## config.mk

```make
export PLATFORM = sky130hd
export DESIGN_NAME = fixed_slot_pool_allocator
export DESIGN_NICKNAME = d
export VERILOG_FILES = /design/src/design/fspa_pkg.sv /design/src/design/fspa_link_mem.sv /design/src/design/fixed_slot_pool_allocator.sv
export VERILOG_INCLUDE_DIRS = /design/src /design/src/design
export SDC_FILE = /design/constraint.sdc
export NUM_CORES = 1
export LEC_CHECK = 0
export BUFFER_PORTS_ARGS = -buffer_cell sky130_fd_sc_hd__clkbuf_2
export CELL_PAD_IN_SITES_DETAIL_PLACEMENT = 1
export CELL_PAD_IN_SITES_GLOBAL_PLACEMENT = 1
export CORE_UTILIZATION = 50
export CTS_CLUSTER_DIAMETER = 80
export CTS_CLUSTER_SIZE = 8
export DETAILED_ROUTE_END_ITERATION = 7
export GPL_TIMING_DRIVEN = 0
export MAX_ROUTING_LAYER = met4
export PLACE_DENSITY = 0.79
export SLEW_MARGIN = 20
export SYNTH_ARGS = -nofsm -noshare
export SYNTH_HDL_FRONTEND = slang
export SYNTH_SLANG_ARGS = --single-unit
```

## constraint.sdc

```tcl
create_clock -name i_clk -period 8.4 [get_ports i_clk]
set_input_delay 2.52 -clock i_clk [delete_from_list [all_inputs] [get_ports i_clk]]
set_output_delay 2.52 -clock i_clk [all_outputs]
set_load 0.02 [all_outputs]
```

## src/design/fixed_slot_pool_allocator_assert.svh

```systemverilog
// ----------------------------------------------------------------------------
// fixed slot pool allocator assertion macros
// shared concurrent assertion forms used by the allocator rtl
// ----------------------------------------------------------------------------
`ifndef FIXED_SLOT_POOL_ALLOCATOR_ASSERT_SVH
`define FIXED_SLOT_POOL_ALLOCATOR_ASSERT_SVH

// consequent must hold in the same cycle as the antecedent
`define FSPA_ASSERT_SAME(label, clk, rst_n, ante, cons) \
    label: assert property (@(posedge clk) disable iff (!rst_n) (ante) |-> (cons)) \
        else $error("allocator check failed");

// consequent must hold in the cycle after the antecedent
`define FSPA_ASSERT_NEXT(label, clk, rst_n, ante, cons) \
    label: assert property (@(posedge clk) disable iff (!rst_n) (ante) |=> (cons)) \
        else $error("allocator check failed");

`endif

```

## src/design/fspa_pkg.sv

```systemverilog
// ----------------------------------------------------------------------------
// fixed slot pool allocator package
// request and status codes, register indexes, field widths and shared types
// ----------------------------------------------------------------------------
`default_nettype none

package fspa_pkg;

    // request field widths
    localparam int MODE_W     = 2;
    localparam int SLOT_IDX_W = 8;
    localparam int IN_DATA_W  = 16;

    // result field widths
    localparam int STATUS_W   = 2;
    localparam int GRANT_W    = 6;
    localparam int OFFSET_W   = 18;
    localparam int OUT_DATA_W = 32;

    // configuration register widths
    localparam int CFG_ADDR_W   = 2;
    localparam int CFG_DATA_W   = 13;
    localparam int SLOT_CNT_W   = 7;
    localparam int SLOT_BYTES_W = 13;
    localparam int ALIGN_W      = 4;
    localparam int SIZE_W       = 16;

    // configuration register indexes
    localparam logic [CFG_ADDR_W-1:0] CFG_SLOT_COUNT = 2'd0;
    localparam logic [CFG_ADDR_W-1:0] CFG_SLOT_BYTES = 2'd1;
    localparam logic [CFG_ADDR_W-1:0] CFG_ALIGN_LOG2 = 2'd2;

    // configuration reset values
    localparam logic [SLOT_CNT_W-1:0]   RST_SLOT_COUNT = 7'd64;
    localparam logic [SLOT_BYTES_W-1:0] RST_SLOT_BYTES = 13'd16;
    localparam logic [ALIGN_W-1:0]      RST_ALIGN_LOG2 = 4'd3;

    // request modes
    localparam logic [MODE_W-1:0] MODE_ALLOC    = 2'd0;
    localparam logic [MODE_W-1:0] MODE_FREE     = 2'd1;
    localparam logic [MODE_W-1:0] MODE_FREE_ALL = 2'd2;
    localparam logic [MODE_W-1:0] MODE_UNUSED   = 2'd3;

    // result status codes
    localparam logic [STATUS_W-1:0] ST_OK        = 2'd0;
    localparam logic [STATUS_W-1:0] ST_NO_SLOT   = 2'd1;
    localparam logic [STATUS_W-1:0] ST_BAD_INDEX = 2'd2;

    // control group toward the link memory
    typedef struct packed {
        logic we;
        logic rd_en;
        logic clear;
    } t_mem_ctl;

endpackage

`default_nettype wire

```

## src/design/fspa_link_mem.sv

```systemverilog
// ----------------------------------------------------------------------------
// fspa link memory
// free list link store with one write port, one registered read port and
// per entry valid bits; an entry not written since the last clear reads as
// its rebuilt value (link to the slot below, end mark on slot zero)
// ----------------------------------------------------------------------------
`default_nettype none

module fspa_link_mem #(
    parameter int DEPTH = 64
) (
    input  wire logic                         i_clk,
    input  wire logic                         i_rst_n,
    input  wire fspa_pkg::t_mem_ctl           i_ctl,
    input  wire logic [$clog2(DEPTH)-1:0]     i_waddr,
    input  wire logic [$clog2(DEPTH):0]       i_wdata,   // link, then end mark on top
    input  wire logic [$clog2(DEPTH)-1:0]     i_raddr,
    output logic      [$clog2(DEPTH):0]       o_rdata    // link, then end mark on top
);
    import fspa_pkg::*;

    localparam int AW = $clog2(DEPTH);

    logic [AW:0]      r_mem [DEPTH];
    logic [DEPTH-1:0] r_valid;
    logic [AW:0]      r_rdata;
    logic [AW:0]      rebuilt;

    // rebuilt value of the entry at the read address
    always_comb begin
        if (i_raddr == '0) begin
            rebuilt = {1'b1, {AW{1'b0}}};
        end else begin
            rebuilt = {1'b0, AW'(i_raddr - 1'b1)};
        end
    end

    // storage write
    always_ff @(posedge i_clk) begin
        if (i_ctl.we) begin
            r_mem[i_waddr] <= i_wdata;
        end
    end

    // valid bits, cleared at once on reset and on a full rebuild
    always_ff @(posedge i_clk) begin
        if (!i_rst_n) begin
            r_valid <= '0;
        end else if (i_ctl.clear) begin
            r_valid <= '0;
        end else if (i_ctl.we) begin
            r_valid[i_waddr] <= 1'b1;
        end
    end

    // registered read
    always_ff @(posedge i_clk) begin
        if (i_ctl.rd_en) begin
            r_rdata <= r_valid[i_raddr] ? r_mem[i_raddr] : rebuilt;
        end
    end

    assign o_rdata = r_rdata;

endmodule

`default_nettype wire

```

## src/design/fixed_slot_pool_allocator.sv

```systemverilog
// ----------------------------------------------------------------------------
// fixed slot pool allocator
// lifo free list of equal slots: alloc pops the head, free pushes an index,
// free all rebuilds the list in descending order
// ----------------------------------------------------------------------------
// Takes one request per clock unless the result stream stalls, and returns its
// result on the output stream in the cycle after acceptance; a full output
// register still accepts a new request in the same cycle it is taken. The head
// slot, its link and end mark live in registers: on a pop the link of the new
// head is fetched through the single registered read port of the link memory,
// which is ready for the next pop in the very next cycle. Free all clears the
// per slot valid bits at once, so there is no clearing pass. The byte offset
// is the granted slot times the slot size rounded up to the alignment, built
// with one multiplier before the output register. The user must write
// configuration registers only while no request is in flight; the block does
// not enforce it. A new slot count applies to the next free or free all.
// ----------------------------------------------------------------------------
`default_nettype none

module fixed_slot_pool_allocator #(
    parameter int NUM_SLOTS = 64
) (
    input  wire logic                                 i_clk,
    input  wire logic                                 i_rst_n,
    // request stream
    input  wire logic                                 i_s_axis_tvalid,
    output logic                                      o_s_axis_tready,
    input  wire logic [fspa_pkg::IN_DATA_W-1:0]       i_s_axis_tdata,  // mode[1:0], slot_index[9:2]
    // result stream
    output logic                                      o_m_axis_tvalid,
    input  wire logic                                 i_m_axis_tready,
    output logic      [fspa_pkg::OUT_DATA_W-1:0]      o_m_axis_tdata,  // status[1:0], granted_slot[7:2], byte_offset[25:8]
    // configuration write port
    input  wire logic                                 i_cfg_we,
    input  wire logic [fspa_pkg::CFG_ADDR_W-1:0]      i_cfg_addr,
    input  wire logic [fspa_pkg::CFG_DATA_W-1:0]      i_cfg_wdata
);
    import fspa_pkg::*;

    `include "fixed_slot_pool_allocator_assert.svh"

    localparam int IW       = $clog2(NUM_SLOTS);
    localparam int LW       = $clog2(NUM_SLOTS + 1);
    localparam int CW       = (LW > SLOT_IDX_W) ? LW : SLOT_IDX_W;
    localparam int MW       = (IW + SIZE_W > OFFSET_W) ? IW + SIZE_W : OFFSET_W;
    localparam int RST_LIVE = (NUM_SLOTS < int'(RST_SLOT_COUNT)) ? NUM_SLOTS
                                                                 : int'(RST_SLOT_COUNT);

    localparam logic [IW-1:0] RST_HEAD = IW'(RST_LIVE - 1);
    localparam logic [IW-1:0] RST_LINK = IW'(RST_LIVE - 2);

    // configuration registers
    logic [SLOT_CNT_W-1:0]   r_slot_count;
    logic [SLOT_BYTES_W-1:0] r_slot_bytes;
    logic [ALIGN_W-1:0]      r_align_log2;

    // free list head state
    logic          r_run;
    logic [IW-1:0] r_head, n_head;
    logic          r_empty, n_empty;
    logic [IW-1:0] r_ln, n_ln;
    logic          r_le, n_le;
    logic          r_use_mem, n_use_mem;

    // result register
    logic                r_ovalid;
    logic [STATUS_W-1:0] r_status;
    logic [GRANT_W-1:0]  r_grant;
    logic [OFFSET_W-1:0] r_offset;

    // request fields and decode
    logic                  in_acc;
    logic [MODE_W-1:0]     in_mode;
    logic [SLOT_IDX_W-1:0] in_idx;
    logic [CW-1:0]         live;
    logic [CW-1:0]         sc_ext;
    logic                  bad_index;

    // link memory interface
    t_mem_ctl      mem_ctl;
    logic [IW-1:0] wr_link;
    logic          wr_end;
    logic [IW:0]   rd_data;
    logic [IW-1:0] cur_link;
    logic          cur_end;

    // result path
    logic [STATUS_W-1:0] res_status;
    logic                res_hit;
    logic [SIZE_W-1:0]   round_mask;
    logic [SIZE_W-1:0]   unit_bytes;
    logic [MW-1:0]       product;

    // handshake and field unpacking
    assign o_s_axis_tready = r_run & (~r_ovalid | i_m_axis_tready);
    assign in_acc          = i_s_axis_tvalid & o_s_axis_tready;
    assign in_mode         = i_s_axis_tdata[MODE_W-1:0];
    assign in_idx          = i_s_axis_tdata[MODE_W+SLOT_IDX_W-1:MODE_W];

    // effective slot count and range check
    assign sc_ext    = CW'(r_slot_count);
    assign live      = (sc_ext > CW'(NUM_SLOTS)) ? CW'(NUM_SLOTS) : sc_ext;
    assign bad_index = CW'(in_idx) >= live;

    // link and end mark of the current head
    assign cur_link = r_use_mem ? rd_data[IW-1:0] : r_ln;
    assign cur_end  = r_use_mem ? rd_data[IW]     : r_le;

    // request processing
    always_comb begin
        n_head     = r_head;
        n_empty    = r_empty;
        n_ln       = r_ln;
        n_le       = r_le;
        n_use_mem  = r_use_mem;
        mem_ctl    = '0;
        wr_link    = '0;
        wr_end     = 1'b1;
        res_status = ST_OK;
        res_hit    = 1'b0;
        if (in_acc) begin
            n_ln      = cur_link;
            n_le      = cur_end;
            n_use_mem = 1'b0;
            unique case (in_mode)
                MODE_ALLOC: begin
                    if (r_empty) begin
                        res_status = ST_NO_SLOT;
                    end else begin
                        res_hit = 1'b1;
                        if (cur_end) begin
                            n_empty = 1'b1;
                        end else begin
                            n_head        = cur_link;
                            n_use_mem     = 1'b1;
                            mem_ctl.rd_en = 1'b1;
                        end
                    end
                end
                MODE_FREE: begin
                    if (bad_index) begin
                        res_status = ST_BAD_INDEX;
                    end else begin
                        wr_link    = r_empty ? '0 : r_head;
                        wr_end     = r_empty;
                        mem_ctl.we = 1'b1;
                        n_head     = IW'(in_idx);
                        n_empty    = 1'b0;
                        n_ln       = wr_link;
                        n_le       = wr_end;
                    end
                end
                MODE_FREE_ALL: begin
                    mem_ctl.clear = 1'b1;
                    if (live == '0) begin
                        n_head  = '0;
                        n_empty = 1'b1;
                        n_ln    = '0;
                        n_le    = 1'b1;
                    end else begin
                        n_head  = IW'(live - 1'b1);
                        n_empty = 1'b0;
                        n_le    = (n_head == '0);
                        n_ln    = n_le ? '0 : IW'(n_head - 1'b1);
                    end
                end
                MODE_UNUSED: begin
                end
                default: begin
                end
            endcase
        end
    end

    // aligned slot size and byte offset of the head slot
    assign round_mask = SIZE_W'((SIZE_W'(1) << r_align_log2) - 1'b1);
    assign unit_bytes = (SIZE_W'(r_slot_bytes) + round_mask) & ~round_mask;
    assign product    = MW'(r_head) * MW'(unit_bytes);

    // link memory
    fspa_link_mem #(
        .DEPTH (NUM_SLOTS)
    ) u_link_mem (
        .i_clk   (i_clk),
        .i_rst_n (i_rst_n),
        .i_ctl   (mem_ctl),
        .i_waddr (IW'(in_idx)),
        .i_wdata ({wr_end, wr_link}),
        .i_raddr (cur_link),
        .o_rdata (rd_data)
    );

    // configuration registers
    always_ff @(posedge i_clk) begin
        if (!i_rst_n) begin
            r_slot_count <= RST_SLOT_COUNT;
            r_slot_bytes <= RST_SLOT_BYTES;
            r_align_log2 <= RST_ALIGN_LOG2;
        end else if (i_cfg_we) begin
            unique case (i_cfg_addr)
                CFG_SLOT_COUNT: r_slot_count <= i_cfg_wdata[SLOT_CNT_W-1:0];
                CFG_SLOT_BYTES: r_slot_bytes <= i_cfg_wdata[SLOT_BYTES_W-1:0];
                CFG_ALIGN_LOG2: r_align_log2 <= i_cfg_wdata[ALIGN_W-1:0];
                default: begin
                end
            endcase
        end
    end

    // head state
    always_ff @(posedge i_clk) begin
        if (!i_rst_n) begin
            r_run     <= 1'b0;
            r_head    <= RST_HEAD;
            r_empty   <= 1'b0;
            r_ln      <= RST_LINK;
            r_le      <= 1'b0;
            r_use_mem <= 1'b0;
        end else begin
            r_run     <= 1'b1;
            r_head    <= n_head;
            r_empty   <= n_empty;
            r_ln      <= n_ln;
            r_le      <= n_le;
            r_use_mem <= n_use_mem;
        end
    end

    // result valid
    always_ff @(posedge i_clk) begin
        if (!i_rst_n) begin
            r_ovalid <= 1'b0;
        end else if (in_acc) begin
            r_ovalid <= 1'b1;
        end else if (i_m_axis_tready) begin
            r_ovalid <= 1'b0;
        end
    end

    // result payload
    always_ff @(posedge i_clk) begin
        if (in_acc) begin
            r_status <= res_status;
            r_grant  <= res_hit ? GRANT_W'(r_head) : '0;
            r_offset <= res_hit ? product[OFFSET_W-1:0] : '0;
        end
    end

    assign o_m_axis_tvalid = r_ovalid;
    assign o_m_axis_tdata  = {{(OUT_DATA_W - STATUS_W - GRANT_W - OFFSET_W){1'b0}},
                              r_offset, r_grant, r_status};

    // checks
    `FSPA_ASSERT_NEXT(a_alloc_ok, i_clk, i_rst_n, in_acc && in_mode == MODE_ALLOC && !r_empty, o_m_axis_tvalid && r_status == ST_OK)
    `FSPA_ASSERT_NEXT(a_free_fills, i_clk, i_rst_n, in_acc && in_mode == MODE_FREE && !bad_index, !r_empty && r_head == $past(IW'(in_idx)))
    `FSPA_ASSERT_SAME(a_mem_after_pop, i_clk, i_rst_n, $rose(r_use_mem), $past(mem_ctl.rd_en))
    `FSPA_ASSERT_SAME(a_fail_zero, i_clk, i_rst_n, r_ovalid && r_status != ST_OK, r_grant == '0 && r_offset == '0)

endmodule

`default_nettype wire

```

==> summary.txt, run 1 <==
Route
  • Drt total wl: 101000 um
  • ANT nets after route: 0
  • Average routed wire per standard cell: 28.8 um
  • Initial DRC Count: 2326
  • First drt pass iteration count: 5
  • DRC Markers: 0
  • Vias/cell: 6.29
  • Total number of vias: 22100

Logic synthesis
  • Yosys cell types: 65
  • Synth top area cells: edfxtp_1 52%, nand2_1 8.3%, dfxtp_1 7.6%, nand3_1 4.9%, fa_1 3.8%
  • Post-synth EDFFs: 481
  • Avg Inst Size Synth: 10.9 um^2
  • Post-Synth Adder-Cell Area: 6.34%
  • Mux share of post-synthesis cell area: 1.06%
  • Synth Area in XOR/XNOR: 0.945%
  • Largest family of logic cells by synthesized area: simple AND/OR/NAND/NOR gates
  • Post-Synthesis Cells: 2545
  • Yosys warnings: 0
  • Seq cells post-synth: 586
  • Top cell type's share of synthesized area: 52.0%
  • Top FF cell, synth: edfxtp_1
  • Post-synthesis sequential area ratio: 59.5%
  • Area share of and/or/nand/nor cells after synthesis: 19.2%
  • Area leader, netlist: edfxtp_1
  • Cell Area, Synth: 27800 um^2
  • Async SR Flop Fraction: 0%
  • Synth Area in Compound Gates: 8.87%

Timing
  • Skew final: 0.0393 ns
  • RSZ-0062 raised after global routing: false
  • Slew Limit Fails: 0
  • Min Tclk post-route: 7.89 ns
  • Final setup vio count: 0
  • Fmax achieved: 127 MHz
  • Worst slew margin: 13.7%
  • Final Hold Viols: 0
  • Hold_ws: 0.470 ns
  • Final period util: 94.0%
  • Slew @ Worst Pin: 1.29 ns

GRT
  • Initial antenna violation count: 1
  • Largest net degree at the start of global routing: 66
  • Number of global-route vias before repair: 23100
  • GRT Overall Usage: 37.3%
  • Global-route wire length before repair: 149000 um
  • GR Overflow Total: 0

Die
  • Core area: 55000 um^2
  • Die height: 238 um
  • Initial Utilization: 50.6%
  • Die width: 238 um
  • IO Pins: 70
  • Die area: 56500 um^2
  • FP Rows: 86

Critical path
  • Setup crit start: r_align_log2[1]
  • Critical path peak fanout: 9
  • Reg2reg start: r_align_log2[1]
  • Worst r2r path cells: 28
  • Slowest cell on the critical path: fa_1
  • Critical Path RT: 8.76 ns
  • FF-to-FF End: r_offset[17]
  • Critical path endpoint: r_offset[17]
  • Max incr delay on CP: 0.53 ns
  • Setup CP Type: reg -> reg
  • Crit. End Element: flip-flop
  • Crit path DAT: 8.25 ns
  • Reg2Reg Setup Slack: 0.51 ns
  • Crit start category: flip-flop

Placed design
  • DPL Wire Length: 69100 um
  • Gpl congestion: 0.932
  • Placed Instances: 3362
  • Port bufs: 56

CTS
  • Sink Count: 586
  • Hold_buf cts: 0
  • Later-pin clock latency in the skew report: 0.65 ns
  • Cts repair resizes: 0
  • Clock buffer depth: 3
  • CTS root buffer: clkbuf_16
  • Number of setup buffers added after CTS: 0
  • CTS buffer count: 84
  • CTS tree: built
  • H-tree depth: 3
  • Reg clk slew, reported paths: 0.05 ns

Finish
  • Share of cells above drive strength 1: 10.0%
  • Cell Count, Final, Fillers Out: 3510
  • Area Overhead vs Synth: 14.1%
  • Final nets: 2845

Pwr
  • Total power divided by cell area: 237 nW/um^2
  • Leakage: 0.0123 uW
  • Peak VDD IR: 0.213 mV

Job
  • # Max-Cap Violations: 0

Min path
  • Hold crit path type: reg -> reg

Status
  • Status: completed
[cells by family after synthesis]
kind of cell,after synthesis
AOI/OAI and AO/OA,332
xor gates and xnor gates,30
adders and majority gates,109
buffers and inverters,255
DFF,586
muxes,27
other,1
and+or+nand+nor,1205
[cells in the mapped netlist, drive strengths merged, types with 16 or more instances]
master / instances
a31oi: 18
edfxtp: 481
and2: 72
inv: 95
nand2: 613
and3: 52
buf: 94
o21a: 71
clkbuf: 66
nand3: 271
dfxtp: 105
o21ai: 39
nor2b: 16
fa: 53
a21oi: 35
nor2: 121
a311oi: 85
ha: 56
mux2i: 17
xor2: 16
nor3: 28
[worst min path at each step]
stage | start | to | cells after the start | slack, ns
floorplan | u_link_mem.r_valid[0] | u_link_mem.r_valid[0] | 1 | 0.44
global placement | u_link_mem.r_valid[10] | u_link_mem.r_valid[10] | 1 | 0.45
detailed placement | u_link_mem.r_valid[32] | u_link_mem.r_valid[32] | 1 | 0.45
CTS | u_link_mem.r_valid[32] | u_link_mem.r_valid[32] | 1 | 0.47
global route | u_link_mem.r_valid[53] | u_link_mem.r_valid[53] | 1 | 0.48
finish | u_link_mem.r_valid[12] | u_link_mem.r_valid[12] | 1 | 0.47
[area by class of cell]
| class | count | area (um^2) |
|---|---|---|
| antenna | 1 | 2.50 |
| buffer | 160 | 761 |
| clock buffer | 140 | 2350 |
| clock inverter | 7 | 114 |
| fill | 5786 | 23300 |
| inverter | 95 | 359 |
| multi-input combinational | 1709 | 10200 |
| sequential | 586 | 16500 |
| tap | 748 | 936 |
| timing repair buffer | 64 | 435 |
[registers in the layout, summed over array words and instances (netlist names), 6 cells and up]
signal / cells
r_head: 6
r_slot_bytes: 13
r_offset: 18
u_link_mem.o_rdata: 7
r_slot_count: 7
u_link_mem.r_valid: 64
r_ln: 6
u_link_mem.r_mem: 448
r_grant: 6
[where the power goes]
| group | internal [uW] | total [uW] | switching (uW) |
|---|---|---|---|
| combinational | 377 | 1160 | 784 |
| sequential | 3130 | 3150 | 12.0 |
| clock | 1900 | 3210 | 1310 |
| total | 5420 | 7520 | 2100 |
[metal layers]
metal	global-route usage, %	wire (um)	share of wire [%]	vias to the layer above
met1	42.0	36200	36	11000
met2	60.2	48500	48	1283
met4	23.7	7400	7.3	0
met5	-	0	0	-
met3	8.31	9090	9.0	458
li1	-	-	-	9351
[stage by stage]
step                      cell area, um^2  power [uW]  setup TNS (ns)  util, %  setup WS (ns)
after global routing                31700        7730               0     57.7          0.111
after CTS                           31700        7500               0     57.7          0.411
after global placement              29000        4290         -120.89     52.8          -1.90
after floorplan                     27800        3940               0        -           1.50
after detailed placement            29200        4330               0     53.2          0.438
final                               31700        7520               0     57.7          0.508
[cell usage in the layout, fill, tap and decap left out, types with 56 or more instances in the layout]
cell type | Yosys | routed
clkbuf_1 | 66 | 119
nand3_1 | 271 | 271
a311oi_1 | 85 | 82
nor2_1 | 121 | 111
inv_1 | 93 | 92
dfxtp_1 | 105 | 105
edfxtp_1 | 481 | 481
clkbuf_2 | 0 | 57
ha_1 | 56 | 56
nand2_1 | 613 | 613
o21a_1 | 71 | 71
and2_1 | 72 | 67
buf_2 | 61 | 61
clkbuf_16 | 0 | 86
[critical path: cells and delay by family (launching register included)]
family | cells | cell delay [ns]
compound gates | 7 | 1.75
flops | 1 | 0.31
fa+ha+maj | 6 | 2.32
simple gates | 9 | 2.34
buf+inv | 5 | 0.59
xor+xnor | 1 | 0.28
Power figures use the tool's default switching activity.
==> run 2: changes to the inputs <==
GPL_TIMING_DRIVEN = unset   (was 0)
==> run 2 against run 1 <==
Effect of this change: final cell count shrank 3.7%; combinational power shrank 11%; largest power group unchanged; core utilization shrank 1.1 points; largest cell class unchanged; critical path depth grew 1; flip-flop and latch count is the same; total power shrank 2.1%; critical endpoint unchanged.
==> summary.txt, run 2 (synthesis results as in run 1) <==
Timing
  • Worst slew margin: 30.8% (+17 points)
  • Min Tclk post-route: 7.91 ns (+0.0207 ns)
  • Fmax achieved: 126 MHz (-0.26%)
  • Setup TNS: 0 ns (unchanged)
  • RSZ-0062 raised after global routing: false
  • Final setup vio count: 0 (unchanged)
  • Skew final: 0.0216 ns (-0.0176 ns)
  • Final Hold Viols: 0 (unchanged)
  • Final period util: 94.2% (+0.25 points)
  • Hold_ws: 0.463 ns (-0.00706 ns)
  • Slew Limit Fails: 0 (unchanged)
  • Slew @ Worst Pin: 1.03 ns (-0.255 ns)
  • Final worst slack: 0.487 ns (-0.0207 ns)

Die
  • Die width: 238 um (unchanged)
  • FP Rows: 86 (unchanged)
  • Core area: 55000 um^2 (unchanged)
  • IO Pins: 70 (unchanged)
  • Initial Utilization: 50.6% (unchanged)
  • Die height: 238 um (unchanged)
  • Die area: 56500 um^2 (unchanged)

Pwr
  • Leakage: 0.0120 uW (-2.6%)
  • Peak VDD IR: 0.170 mV (-20%)
  • Total power divided by cell area: 237 nW/um^2 (-0.13%)

CTS
  • Cts repair resizes: 0 (unchanged)
  • Number of setup buffers added after CTS: 0 (unchanged)
  • CTS root buffer: clkbuf_16
  • H-tree depth: 3 (unchanged)
  • Hold_buf cts: 0 (unchanged)
  • CTS buffer count: 83 (-1.2%)
  • Reg clk slew, reported paths: 0.05 ns (about the same)
  • Later-pin clock latency in the skew report: 0.63 ns (-0.02 ns)
  • Clock buffer depth: 3 (unchanged)
  • Sink Count: 586 (unchanged)
  • CTS tree: built

Finish
  • Cell Count, Final, Fillers Out: 3380 (-3.7%)
  • Most flops, register: u_link_mem.r_mem
  • Area Overhead vs Synth: 11.9%
  • Number of filler cells placed in the layout: 5752 (-0.59%)
  • Commonest non-fill, non-tap cells in the layout: 613 x nand2_1, 481 x edfxtp_1, 271 x nand3_1
  • Share of cells above drive strength 1: 8.05% (-2.0 points)
  • ANT cells: 0 (-1)
  • Top flop regs: u_link_mem.r_mem: 448 flops, u_link_mem.r_valid: 64 flops, r_offset: 18 flops
  • Most common cell after layout, fill and taps aside: nand2_1
  • Final nets: 2711 (-4.7%)
  • Number of flip-flops in the largest register: 448 (unchanged)

GRT
  • Number of global-route vias before repair: 22100 (-4.4%)
  • Global-route wire length before repair: 128000 um (-14%)
  • GR Overflow Total: 0 (unchanged)
  • Initial antenna violation count: 0 (-1)
  • GRT Overall Usage: 30.6% (-6.6 points)
  • Largest net degree at the start of global routing: 120 (+82%)

Placed design
  • DPL Wire Length: 50000 um (-28%)
  • Gpl congestion: 0.875 (-6.2%)
  • Worst slack, placed: 0.541 ns (+0.103 ns)
  • Placed Instances: 3228 (-4.0%)
  • Port bufs: 57 (+1.8%)

Critical path
  • Critical Path RT: 8.77 ns (about the same)
  • Setup CP Type: reg -> reg
  • Crit path DAT: 8.28 ns (+0.03 ns)
  • Crit. End Element: flip-flop
  • Crit start category: flip-flop
  • Slowest cell on the critical path: or4_4
  • Max incr delay on CP: 0.65 ns (+0.12 ns)
  • Critical path peak fanout: 17 (+8)

Route
  • Average routed wire per standard cell: 24.5 um (-15%)
  • Initial DRC Count: 1823 (-22%)
  • WL met3: 5370 um (-41%)
  • First drt pass iteration count: 5 (unchanged)
  • Drt total wl: 83000 um (-18%)
  • Uppermost layer routed: met4
  • DRC Markers: 0 (unchanged)
  • Routed length on met2: 42000 um (-13%)
  • Vias/cell: 6.08 (-3.3%)
  • Total number of vias: 20500 (-6.9%)
  • Met1 Wirelength: 32400 um (-10%)
  • ANT nets after route: 0 (unchanged)

Status
  • Status: completed

Min path
  • Hold crit path type: reg -> reg

Job
  • # Max-Cap Violations: 0 (unchanged)
-- run 2: cell type report --
type	instances	area [um^2]	share of cell area [%]
flip-flops and latches	586	16500	53.2
clock inverters	7	115	0.370
well taps	748	936	3.01
multi-input cells	1709	10200	32.9
inverters	95	363	1.17
clock buffers	144	2350	7.55
repair buffers	91	573	1.84
-- run 2: final timing paths --
kind	startpoint	to	slack, ns	cells past startpoint
setup / recovery	r_align_log2[3]	r_offset[17]	0.49	29
hold / removal	u_link_mem.r_valid[33]	u_link_mem.r_valid[33]	0.46	1
setup reg to reg	r_align_log2[3]	r_offset[17]	0.49	29
hold reg to reg	u_link_mem.r_valid[33]	u_link_mem.r_valid[33]	0.46	1
-- run 2: layer usage --
layer  up-vias  global-route usage [%]
li1       9076                       -
met1     10400                    36.4
met2       830                    51.9
met3       201                    4.85
met4         0                    12.4
met5         -                       -
-- run 2: metrics by stage --
stage / power [uW] / util, % / cell area (um^2)
after floorplan: 3940 / - / 27800
after global placement: 4200 / 52.0 / 28600
after detailed placement: 4230 / 52.0 / 28600
after CTS: 7390 / 56.5 / 31100
after global routing: 7610 / 56.6 / 31100
final: 7360 / 56.6 / 31100
-- run 2: where the power goes --
| part | switching, uW | internal (uW) | leakage [uW] |
|---|---|---|---|
| clock network | 1280 | 1890 | 0.00117 |
| logic | 680 | 355 | 0.00455 |
| registers | 16.3 | 3130 | 0.00627 |
| total | 1980 | 5380 | 0.0120 |
-- run 2: critical path: cells and delay by family (launching register included) --
kind	cells	cell delay, ns
AO/OA/AOI/OAI	9	2.16
XOR/XNOR	1	0.22
adder cells (fa/ha/maj)	6	2.69
buffers and inverters	2	0.10
flip-flops	1	0.46
AND/OR/NAND/NOR	11	2.00
==> run 3: changes to the inputs <==
CORE_MARGIN = 3   (was unset)
CORE_UTILIZATION = 40   (was 50)
CTS_BUF_LIST = sky130_fd_sc_hd__clkbuf_4   (was unset)
PLACE_DENSITY = 0.65   (was 0.79)
==> run 3 against run 2 <==
Effect of this change: clock power shrank 39%; final cell count rose by 5.4%; register-to-register slack gained 0.02 ns; highest routed layer unchanged; via count down 3.8%; core utilization shrank 13 points; total power decreased by 17%; global-route usage shrank 7.8 points.
==> summary.txt, run 3 (synthesis results as in run 1) <==
Status
  • Status: completed

Job
  • # Max-Cap Violations: 0 (unchanged)

Pwr
  • Peak VDD IR: 0.103 mV (-39%)
  • Pwr Total: 6090 uW (-17%)
  • Total power divided by cell area: 202 nW/um^2 (-15%)
  • Leakage: 0.0115 uW (-3.8%)

Timing
  • Final setup vio count: 0 (unchanged)
  • Final worst slack: 0.508 ns (+0.0210 ns)
  • Slew Limit Fails: 0 (unchanged)
  • Skew final: 0.0847 ns (+0.0631 ns)
  • Fmax achieved: 127 MHz (+0.27%)
  • Final period util: 93.9% (-0.25 points)
  • Slew @ Worst Pin: 1.11 ns (+0.0755 ns)
  • Worst slew margin: 25.8% (-5.1 points)
  • Setup TNS: 0 ns (unchanged)
  • Final Hold Viols: 0 (unchanged)
  • Min Tclk post-route: 7.89 ns (-0.0210 ns)
  • RSZ-0062 raised after global routing: false

Route
  • Drt total wl: 80800 um (-2.6%)
  • DRC Markers: 0 (unchanged)
  • First drt pass iteration count: 5 (unchanged)
  • Total number of vias: 19800 (-3.8%)
  • Vias/cell: 5.55 (-8.8%)
  • Initial DRC Count: 1388 (-24%)
  • ANT nets after route: 0 (unchanged)
  • Average routed wire per standard cell: 22.7 um (-7.6%)

Placed design
  • Port bufs: 57 (unchanged)
  • Worst slack, placed: 0.555 ns (+0.0143 ns)
  • Gpl congestion: 0.839 (-4.0%)
  • DPL Wire Length: 49900 um (-0.32%)
  • Post-DP Area: 28800 um^2 (+0.79%)

Finish
  • Most common cell after layout, fill and taps aside: nand2_1
  • Register area: 16500 um^2 (unchanged)
  • Area Overhead vs Synth: 8.26%
  • Utilization after layout: 43.8% (-13 points)
  • Number of filler cells placed in the layout: 7491 (+30%)
  • Top flop regs: u_link_mem.r_mem: 448 flops, u_link_mem.r_valid: 64 flops, r_offset: 18 flops
  • Number of flip-flops in the largest register: 448 (unchanged)
  • Multi-input logic area: 10200 um^2 (about the same)
  • Final nets: 2707 (-0.15%)
  • Final Cell Area: 30100 um^2 (-3.2%)
  • Most flops, register: u_link_mem.r_mem
  • Commonest non-fill, non-tap cells in the layout: 613 x nand2_1, 481 x edfxtp_1, 271 x nand3_1
  • Share of cells above drive strength 1: 10.3% (+2.2 points)

GRT
  • GR Overflow Total: 0 (unchanged)
  • Initial antenna violation count: 1 (+1)
  • Largest net degree at the start of global routing: 138 (+15%)
  • GRT Overall Usage: 22.8% (-7.8 points)
  • Global-route wire length before repair: 125000 um (-1.9%)
  • Number of global-route vias before repair: 21000 (-5.3%)

Min path
  • Hold crit path type: reg -> reg
  • Worst Hold Launch: u_link_mem.r_valid[7]

Die
  • Die width: 270 um (+13%)
  • Die height: 270 um (+13%)
  • Initial Utilization: 40.5% (-10 points)
  • Die area: 72700 um^2 (+29%)
  • FP Rows: 96 (+12%)
  • IO Pins: 70 (unchanged)
  • Core area: 68700 um^2 (+25%)

Critical path
  • Setup CP Type: reg -> reg
  • Number of buffers and inverters on the critical path: 2 (unchanged)
  • Critical path peak fanout: 17 (unchanged)
  • Slowest cell on the critical path: or4_4
  • Crit. End Element: flip-flop
  • Critical Path RT: 9.03 ns (+0.26 ns)
  • Crit path DAT: 8.53 ns (+0.25 ns)
  • Max incr delay on CP: 0.66 ns (about the same)
  • Reg2reg start: r_align_log2[3]
  • CP top delay family: simple AND/OR/NAND/NOR gates
  • Setup crit start: r_align_log2[3]
  • Crit start category: flip-flop

CTS
  • CTS root buffer: clkbuf_4
  • H-tree depth: 3 (unchanged)
  • CTS tree: built
  • Later-pin clock latency in the skew report: 0.94 ns (+0.31 ns)
  • Clock buffer depth: 3 (unchanged)
  • Hold_buf cts: 0 (unchanged)
  • Sink Count: 586 (unchanged)
  • CTS buffer count: 83 (unchanged)
  • Reg clk slew, reported paths: 0.10 ns (+0.05 ns)
run 3: cell types whose count changed in the layout (fill, tap and decap cells not counted), sizes merged:
cell / before / now
buf: 34 / 30
bufinv: 0 / 3
clkbuf: 201 / 203
clkinv: 6 / 2
clkinvlp: 0 / 2
diode: 0 / 1
run 3: cell type report:
type | count | share of cell area, %
flip-flops and latches | 586 | 55.0
multi-input cells | 1709 | 34.0
well taps | 931 | 3.87
clock buffers | 146 | 3.64
repair buffers | 87 | 1.89
inverters | 95 | 1.21
clock inverters | 8 | 0.437
diodes | 1 | 0.00832
run 3: routing by layer:
metal | track usage, % | wire length [um] | vias up
met1 | 29.5 | 36000 | 10100
met3 | 3.00 | 3540 | 138
li1 | - | - | 9077
met4 | 7.29 | 2280 | 0
met2 | 37.3 | 39000 | 456
met5 | - | 0 | -
run 3: final timing paths:
path,end,slack [ns],depth (start not counted)
max reg2reg,r_offset[17],0.51,25
min reg2reg,u_link_mem.r_valid[7],0.47,1
min,u_link_mem.r_valid[7],0.47,1
max,r_offset[17],0.51,25
run 3: per-stage QoR:
step                      instances  hold WS, ns
after global routing           3563        0.491
after detailed placement       3407        0.453
after global placement         3407        0.446
after CTS                      3561        0.476
final                          3563        0.472
after floorplan                2550        0.441
run 3: where the power goes:
group          total (uW)  switching, uW  leakage, uW  internal [uW]
sequential           3140           19.8      0.00627           3120
clock                1920           1050     0.000727            873
combinational        1020            666      0.00453            353
run 3: timing repair:
item                       CTS  global route
buffers inserted             0             0
gates resized for setup      0             1
setup endpoints to repair    0             1
